==> src/rtl/jjy_enc_pkg.sv <==
`timescale 1ns / 1ps
`default_nettype none

package jjy_enc_pkg;

  // Frame geometry: frame bit (FRAME_BITS - 1 - s) is sent in second s
  localparam int FRAME_BITS = 60;
  localparam int MIN_LSB    = FRAME_BITS - 1 - 8;
  localparam int HOUR_LSB   = FRAME_BITS - 1 - 18;
  localparam int DAY_LSB    = FRAME_BITS - 1 - 33;
  localparam int YEAR_LSB   = FRAME_BITS - 1 - 48;
  localparam int WDAY_LSB   = FRAME_BITS - 1 - 52;
  localparam int HPAR_BIT   = FRAME_BITS - 1 - 36;
  localparam int MPAR_BIT   = FRAME_BITS - 1 - 37;

  // Item kinds
  localparam logic ACT_LOAD   = 1'b0;
  localparam logic ACT_SYMBOL = 1'b1;

  // Symbol codes
  localparam logic [1:0] SYM_MARKER = 2'd0;
  localparam logic [1:0] SYM_ONE    = 2'd1;
  localparam logic [1:0] SYM_ZERO   = 2'd2;

  // High-carrier durations in ms
  localparam logic [9:0] MS_MARKER = 10'd200;
  localparam logic [9:0] MS_ONE    = 10'd500;
  localparam logic [9:0] MS_ZERO   = 10'd800;

  typedef struct packed {
    logic       action;
    logic [5:0] minute;
    logic [4:0] hour;
    logic [8:0] day_of_year;
    logic [6:0] year_two_digits;
    logic [2:0] weekday;
    logic [5:0] second;
  } in_item_t;

  typedef struct packed {
    logic [1:0] symbol;
    logic [9:0] high_ms;
  } out_item_t;

  // Classified command passed from front to back
  typedef struct packed {
    logic                  kind;
    logic                  marker;
    logic [5:0]            bit_idx;
    logic [FRAME_BITS-1:0] frame;
  } cmd_t;

  // Divide by ten through reciprocal multiply, exact for n below 1029
  function automatic logic [6:0] div10(input logic [9:0] n);
    logic [20:0] p;
    p = 21'(n) * 21'd205;
    return p[17:11];
  endfunction

  // Remainder after div10
  function automatic logic [3:0] mod10(input logic [9:0] n, input logic [6:0] q);
    logic [9:0] r;
    r = n - 10'(q) * 10'd10;
    return r[3:0];
  endfunction

endpackage

`default_nettype wire

==> src/rtl/jjy_enc_front.sv <==
`timescale 1ns / 1ps
`default_nettype none

module jjy_enc_front (
  input  wire logic                 in_valid,
  output logic                      in_ready,
  input  wire jjy_enc_pkg::in_item_t in_data,
  output logic                      push_valid,
  input  wire logic                 push_ready,
  output jjy_enc_pkg::cmd_t         push_data
);
  import jjy_enc_pkg::*;

  logic [6:0] m_q, h_q, d_q1, d_q2, y_q, y_q2, s_q;
  logic [3:0] m_u, h_u, d_u, d_t, y_u, y_t, s_r;
  logic [FRAME_BITS-1:0] f;

  // Split the time fields into decimal digits
  always_comb begin
    m_q  = div10(10'(in_data.minute));
    m_u  = mod10(10'(in_data.minute), m_q);
    h_q  = div10(10'(in_data.hour));
    h_u  = mod10(10'(in_data.hour), h_q);
    d_q1 = div10(10'(in_data.day_of_year));
    d_u  = mod10(10'(in_data.day_of_year), d_q1);
    d_q2 = div10(10'(d_q1));
    d_t  = mod10(10'(d_q1), d_q2);
    y_q  = div10(10'(in_data.year_two_digits));
    y_u  = mod10(10'(in_data.year_two_digits), y_q);
    y_q2 = div10(10'(y_q));
    y_t  = mod10(10'(y_q), y_q2);
    s_q  = div10(10'(in_data.second));
    s_r  = mod10(10'(in_data.second), s_q);
  end

  // Assemble the minute frame, parity last
  always_comb begin
    f = '0;
    f[MIN_LSB +: 4]       = m_u;
    f[MIN_LSB + 5 +: 4]   = m_q[3:0];
    f[HOUR_LSB +: 4]      = h_u;
    f[HOUR_LSB + 5 +: 4]  = h_q[3:0];
    f[DAY_LSB +: 4]       = d_u;
    f[DAY_LSB + 5 +: 4]   = d_t;
    f[DAY_LSB + 10 +: 2]  = d_q2[1:0];
    f[YEAR_LSB +: 4]      = y_u;
    f[YEAR_LSB + 4 +: 4]  = y_t;
    f[WDAY_LSB +: 3]      = in_data.weekday;
    f[HPAR_BIT]           = ^f[HOUR_LSB +: 7];
    f[MPAR_BIT]           = ^f[MIN_LSB +: 8];
  end

  // Classify the item and hand it to the queue
  always_comb begin
    push_data.kind    = in_data.action;
    push_data.marker  = (in_data.second == 6'd0) || (s_r == 4'd9) ||
                        (in_data.second > 6'(FRAME_BITS - 1));
    push_data.bit_idx = 6'(FRAME_BITS - 1) - in_data.second;
    push_data.frame   = f;
    push_valid        = in_valid;
    in_ready          = push_ready;
  end

endmodule

`default_nettype wire

==> src/rtl/jjy_enc_queue.sv <==
`timescale 1ns / 1ps
`default_nettype none

module jjy_enc_queue #(
  parameter int DEPTH = 2
) (
  input  wire logic              clk,
  input  wire logic              rst,
  input  wire logic              push_valid,
  output logic                   push_ready,
  input  wire jjy_enc_pkg::cmd_t push_data,
  output logic                   pop_valid,
  input  wire logic              pop_ready,
  output jjy_enc_pkg::cmd_t      pop_data
);
  import jjy_enc_pkg::*;

  // Keep at least one pointer bit so a single-entry queue still builds
  localparam int PW = (DEPTH > 1) ? $clog2(DEPTH) : 1;
  localparam int CW = $clog2(DEPTH + 1);

  cmd_t          mem [DEPTH];
  logic [PW-1:0] wr_ptr;
  logic [PW-1:0] rd_ptr;
  logic [CW-1:0] count;
  logic          push_fire;
  logic          pop_fire;

  assign push_ready = (count != CW'(DEPTH));
  assign pop_valid  = (count != '0);
  assign pop_data   = mem[rd_ptr];
  assign push_fire  = push_valid && push_ready;
  assign pop_fire   = pop_valid && pop_ready;

  // Store the incoming command
  always_ff @(posedge clk) begin
    if (push_fire) begin
      mem[wr_ptr] <= push_data;
    end
  end

  // Advance pointers and occupancy
  always_ff @(posedge clk) begin
    if (rst) begin
      wr_ptr <= '0;
      rd_ptr <= '0;
      count  <= '0;
    end else begin
      if (push_fire) begin
        wr_ptr <= (wr_ptr == PW'(DEPTH - 1)) ? '0 : wr_ptr + 1'b1;
      end
      if (pop_fire) begin
        rd_ptr <= (rd_ptr == PW'(DEPTH - 1)) ? '0 : rd_ptr + 1'b1;
      end
      case ({push_fire, pop_fire})
        2'b10:   count <= count + 1'b1;
        2'b01:   count <= count - 1'b1;
        default: count <= count;
      endcase
    end
  end

endmodule

`default_nettype wire

==> src/rtl/jjy_enc_back.sv <==
`timescale 1ns / 1ps
`default_nettype none

module jjy_enc_back (
  input  wire logic              clk,
  input  wire logic              rst,
  input  wire logic              cmd_valid,
  output logic                   cmd_ready,
  input  wire jjy_enc_pkg::cmd_t cmd_data,
  output logic                   out_valid,
  input  wire logic              out_ready,
  output jjy_enc_pkg::out_item_t out_data
);
  import jjy_enc_pkg::*;

  logic [FRAME_BITS-1:0] frame;
  logic                  take;
  logic                  is_load;
  out_item_t             res;

  // Loads never wait; symbols wait for room in the output register
  assign is_load   = (cmd_data.kind == ACT_LOAD);
  assign cmd_ready = is_load || !out_valid || out_ready;
  assign take      = cmd_valid && cmd_ready;

  // Look up the symbol for this second
  always_comb begin
    if (cmd_data.marker) begin
      res.symbol  = SYM_MARKER;
      res.high_ms = MS_MARKER;
    end else if (frame[cmd_data.bit_idx]) begin
      res.symbol  = SYM_ONE;
      res.high_ms = MS_ONE;
    end else begin
      res.symbol  = SYM_ZERO;
      res.high_ms = MS_ZERO;
    end
  end

  // Hold the current frame
  always_ff @(posedge clk) begin
    if (rst) begin
      frame <= '0;
    end else if (take && is_load) begin
      frame <= cmd_data.frame;
    end
  end

  // Output register
  always_ff @(posedge clk) begin
    if (rst) begin
      out_valid <= 1'b0;
    end else if (take && !is_load) begin
      out_valid <= 1'b1;
    end else if (out_ready) begin
      out_valid <= 1'b0;
    end
  end

  always_ff @(posedge clk) begin
    if (take && !is_load) begin
      out_data <= res;
    end
  end

endmodule

`default_nettype wire

==> src/rtl/jjy_time_code_encoder_core.sv <==
// JJY time-code encoder. A load item (action 0) converts minute, hour, day of
// year, year and weekday into a 60-bit minute frame with hour and minute
// parity and gives no result; a symbol item (action 1) returns the marker,
// one or zero symbol and its high-carrier length for the given second, using
// the frame of the latest load ahead of it. With a queue of two or more
// entries one item is accepted per cycle sustained while the output is not
// stalled; a symbol result passes through the command queue (QUEUE_DEPTH
// entries) and is then captured by the output register.
`timescale 1ns / 1ps
`default_nettype none

module jjy_time_code_encoder_core #(
  parameter int QUEUE_DEPTH = 2
) (
  input  wire logic                  clk,
  input  wire logic                  rst,
  input  wire logic                  in_valid,
  output logic                       in_ready,
  input  wire jjy_enc_pkg::in_item_t in_data,
  output logic                       out_valid,
  input  wire logic                  out_ready,
  output jjy_enc_pkg::out_item_t     out_data
);
  import jjy_enc_pkg::*;

  logic push_valid;
  logic push_ready;
  cmd_t push_data;
  logic cmd_valid;
  logic cmd_ready;
  cmd_t cmd_data;

  // Accept and classify
  jjy_enc_front u_front (
    .in_valid   (in_valid),
    .in_ready   (in_ready),
    .in_data    (in_data),
    .push_valid (push_valid),
    .push_ready (push_ready),
    .push_data  (push_data)
  );

  // Decouple front and back
  jjy_enc_queue #(
    .DEPTH (QUEUE_DEPTH)
  ) u_queue (
    .clk        (clk),
    .rst        (rst),
    .push_valid (push_valid),
    .push_ready (push_ready),
    .push_data  (push_data),
    .pop_valid  (cmd_valid),
    .pop_ready  (cmd_ready),
    .pop_data   (cmd_data)
  );

  // Apply loads and emit symbols
  jjy_enc_back u_back (
    .clk       (clk),
    .rst       (rst),
    .cmd_valid (cmd_valid),
    .cmd_ready (cmd_ready),
    .cmd_data  (cmd_data),
    .out_valid (out_valid),
    .out_ready (out_ready),
    .out_data  (out_data)
  );

endmodule

`default_nettype wire

==> config.mk <==
export PLATFORM = sky130hd
export DESIGN_NAME = jjy_time_code_encoder_core
export DESIGN_NICKNAME = d
export VERILOG_FILES = /design/src/rtl/jjy_enc_pkg.sv /design/src/rtl/jjy_enc_front.sv /design/src/rtl/jjy_enc_queue.sv /design/src/rtl/jjy_enc_back.sv /design/src/rtl/jjy_time_code_encoder_core.sv
export SDC_FILE = /design/constraint.sdc
export NUM_CORES = 1
export LEC_CHECK = 0
export BUFFER_PORTS_ARGS = -buffer_cell sky130_fd_sc_hd__buf_2
export CORE_ASPECT_RATIO = 1.5
export CORE_MARGIN = 2
export CORE_UTILIZATION = 65
export CTS_CLUSTER_DIAMETER = 80
export DETAILED_ROUTE_END_ITERATION = 7
export PLACE_DENSITY = 0.84
export SYNTH_ARGS = -nofsm -noshare
export SYNTH_HDL_FRONTEND = slang
export SYNTH_SLANG_ARGS = --single-unit
==> constraint.sdc <==
create_clock -name clk -period 14.78 [get_ports clk]
set_input_delay 1.478 -clock clk [delete_from_list [all_inputs] [get_ports clk]]
set_output_delay 1.478 -clock clk [all_outputs]
set_load 0.05 [all_outputs]
==> run_results.csv <==
group,metric,value,unit
clocking,cts_buffers,17,
timing,slew_headroom,0.263,
floorplan,initial_utilization,0.665,
route,num_vias,6764,
cells_and_area,area_growth,9.91,%
timing,tns,0,ps
yosys,synth_warnings,0,
critical_path,cp_slowest_cell,"fa_1",
critical_path,crit_required,14930,ps
critical_path,cp_common_cell,"ha_1",
yosys,yosys.cell_types.count,69,
clocking,holdBufCountCts,0,
floorplan,die_area,17100,um2
timing,hold_violations,0,
critical_path,end_kind,"register",
floorplan,core-area,15700,um2
floorplan,rows,56,
route,drt_iter0_drc,313,
critical_path,arrival,8620,ps
clocking,htree_levels,4,
critical_path,cpPeakStageDelay,520,ps
power,p_per_area,226,nW/um2
clocking,clock_path_buffers,2,
cells_and_area,n_antenna_cell,0,
route,vias_per_cell,5.69,
route,post_drt_wl_per_cell,16.3,um
grt,grt_overflow,0,
timing,max_freq,118,MHz
grt,grt_pass1_vias,7338,
cells_and_area,layout-drive-gt1-share,0.115,
timing,skew,4.32,ps
grt,grt_use_total,0.243,
route,ant_nets,0,
timing,hold_ws,463,ps
grt,grt_pass1_wl,33.3,mm
timing,finalCritPeriodShare,0.573,
timing,setup_viol,0,
run_status,status,"finished, final reports clean",
yosys,ys_seq_area_frac,0.348,
power,power_leakage,5.38,nW
yosys,yosysTopAreaCell,"edfxtp_1",
route,totalWireLength,19.4,mm
yosys,syn_avg_cell_area,11.3,um2
grt,antenna_found_initial,0,
route,drt_pre_antenna_iters,5,
yosys,synth_cells,924,
clocking,clock_latency,410,ps
critical_path,worst-setup-path-type,"input port to register",
floorplan,ios,55,
route,drc,0,
clocking,cts-resized-gates,0,
power,vdd_drop_max,0.158,mV
yosys,synth_top_area_frac,0.268,
clocking,cts_tree,"yes",
timing,slew_viol_final,0,
power,clkPwrFrac,0.161,
timing,fin_crit,8470,ps
power,switching_share,0.408,
yosys,synthTopCellsByArea,"edfxtp_1, ha_1, fa_1, dfxtp_1, inv_1",
cells_and_area,nets,1259,
power,seqPwrFrac,0.265,
worst_hold_path,hold_class,"register to register",
yosys,async_flop_share,0,
placement,gp_congestion,0.847,
yosys,syn-cell-area,10400,um2
yosys,synth-edff-count,93,
yosys,synth_ff_type,"edfxtp_1",
power,combPwrFrac,0.574,
critical_path,path_max_fanout,6,
clocking,numClockSinks,135,
timing,worst_pin_slew,1100,ps
clocking,root_buffer,"clkbuf_16",
run,maxCapViolCount,0,
critical_path,startpoint_type,"input port",
placement,hpwl,14.1,mm
timing,rsz0062_at_grt,"false",
clocking,cts.clk_slew.worst_paths,50,ps
floorplan,die_x,107,um
yosys,yosys_register_bits,135,
power,switchingPower,0.00106,W
placement,portBuffers,52,
power,intPower,0.00154,W
grt,grt_max_degree,73,
floorplan,die_h,159,um
clocking,post-cts-setup-buffer-count,0,
==> worst paths after layout <==
path | slack (ps) | end | cells past startpoint | start
setup reg to reg | 11630 | u_back.out_data[11] | 9 | register
hold reg to reg | 460 | u_back.out_valid | 2 | u_back.out_valid
hold / removal | 460 | u_back.out_valid | 2 | u_back.out_valid
setup / recovery | 6310 | u_queue.mem[0][20] | 33 | in_data[16]
==> critical path: cells and delay by family <==
kind | cells | cell delay (ps)
adders and majority gates | 11 | 3750
xor gates and xnor gates | 5 | 1210
AOI/OAI and AO/OA | 6 | 1140
and+or+nand+nor | 4 | 550
buffers and inverters | 7 | 470
==> cell usage after synthesis, types with 2 or more instances <==
| library cell | instances |
|---|---|
| nand2b_1 | 3 |
| inv_1 | 150 |
| or2_2 | 5 |
| and2_1 | 2 |
| nand4b_1 | 2 |
| nand3b_1 | 2 |
| o21a_1 | 3 |
| ha_1 | 199 |
| a21o_1 | 5 |
| buf_4 | 7 |
| a221o_1 | 2 |
| a31oi_1 | 4 |
| nor2_1 | 57 |
| buf_2 | 3 |
| nand4_1 | 3 |
| nor3_1 | 2 |
| a41o_1 | 3 |
| buf_1 | 3 |
| clkbuf_1 | 13 |
| a32oi_1 | 3 |
| o21ai_1 | 3 |
| mux2i_4 | 2 |
| nand3_1 | 10 |
| nor2b_1 | 4 |
| o21ai_0 | 14 |
| fa_1 | 47 |
| edfxtp_1 | 93 |
| a21oi_1 | 29 |
| a211oi_1 | 40 |
| mux2_2 | 3 |
| mux2i_1 | 50 |
| dfxtp_1 | 42 |
| and3_4 | 2 |
| o211ai_1 | 3 |
| xnor2_1 | 35 |
| nand2_1 | 16 |
| xor2_1 | 26 |
| o32ai_1 | 3 |
==> sequential cells by signal, summed over array words and instances, names as in the netlist, named ones only <==
register,cells
u_queue.wr_ptr,1
u_back.out_valid,1
u_back.out_data,5
u_back.frame,36
u_queue.rd_ptr,1
u_queue.count,2
u_queue.mem,88
==> cells by family (layout without fill, tap and decap cells) <==
kind of cell	count (synthesis)	count (layout)	synth area share
compound gates	128	128	0.0873
xor+xnor	62	62	0.0528
fa+ha+maj	246	246	0.329
buf+inv	177	237	0.0673
flops	135	135	0.348
mux	58	58	0.0602
other cells	1	2	0.000359
simple gates	117	117	0.0549
==> metal layers <==
metal,global-route usage,vias to the layer above,wire length (um)
met5,0,-,0
met4,0.0857,0,465
met3,0.0340,40,632
met2,0.468,153,11100
met1,0.265,3251,7210
li1,-,3320,-
==> power by group through the flow <==
stage          clock [W]  sequential [W]  combinational [W]
2_1_floorplan          0        0.000691            0.00114
3_3_place_gp           0        0.000683            0.00140
3_5_place_dp           0        0.000688            0.00148
4_1_cts         0.000421        0.000686            0.00151
5_1_grt         0.000438        0.000696            0.00171
6_report        0.000419        0.000686            0.00149
==> placed cells by master (no fill, tap or decap), drive strengths merged, types with 4 or more instances in the layout <==
cell type  instances
a21o               5
edfxtp            93
xnor2             36
o21ai             17
a21oi             29
nand2             16
clkbuf            28
nor2              57
fa                47
a31oi              4
inv              151
xor2              26
a211oi            41
mux2i             52
or2                5
nand3             11
nor2b              4
mux2               5
ha               199
buf               55
dfxtp             42
==> stage by stage <==
step	utilization	instances	instance area [um2]	power, W	worst slack (ps)
finish	0.731	1188	11500	0.00259	6310
global route	0.731	1188	11500	0.00284	5840
CTS	0.731	1188	11500	0.00262	6290
detailed placement	0.691	1156	10900	0.00217	5870
global placement	0.691	1156	10900	0.00208	6100
floorplan	-	925	10400	0.00183	6580
==> cell type report <==
cell class | count | area, um2
inverters | 150 | 563
repair buffers | 55 | 283
flip-flops and latches | 135 | 3630
multi-input cells | 613 | 6120
clock buffers | 28 | 591
well taps | 203 | 254
fillers | 1061 | 4230
clock inverters | 4 | 23.8
Power figures use the tool's default switching activity.
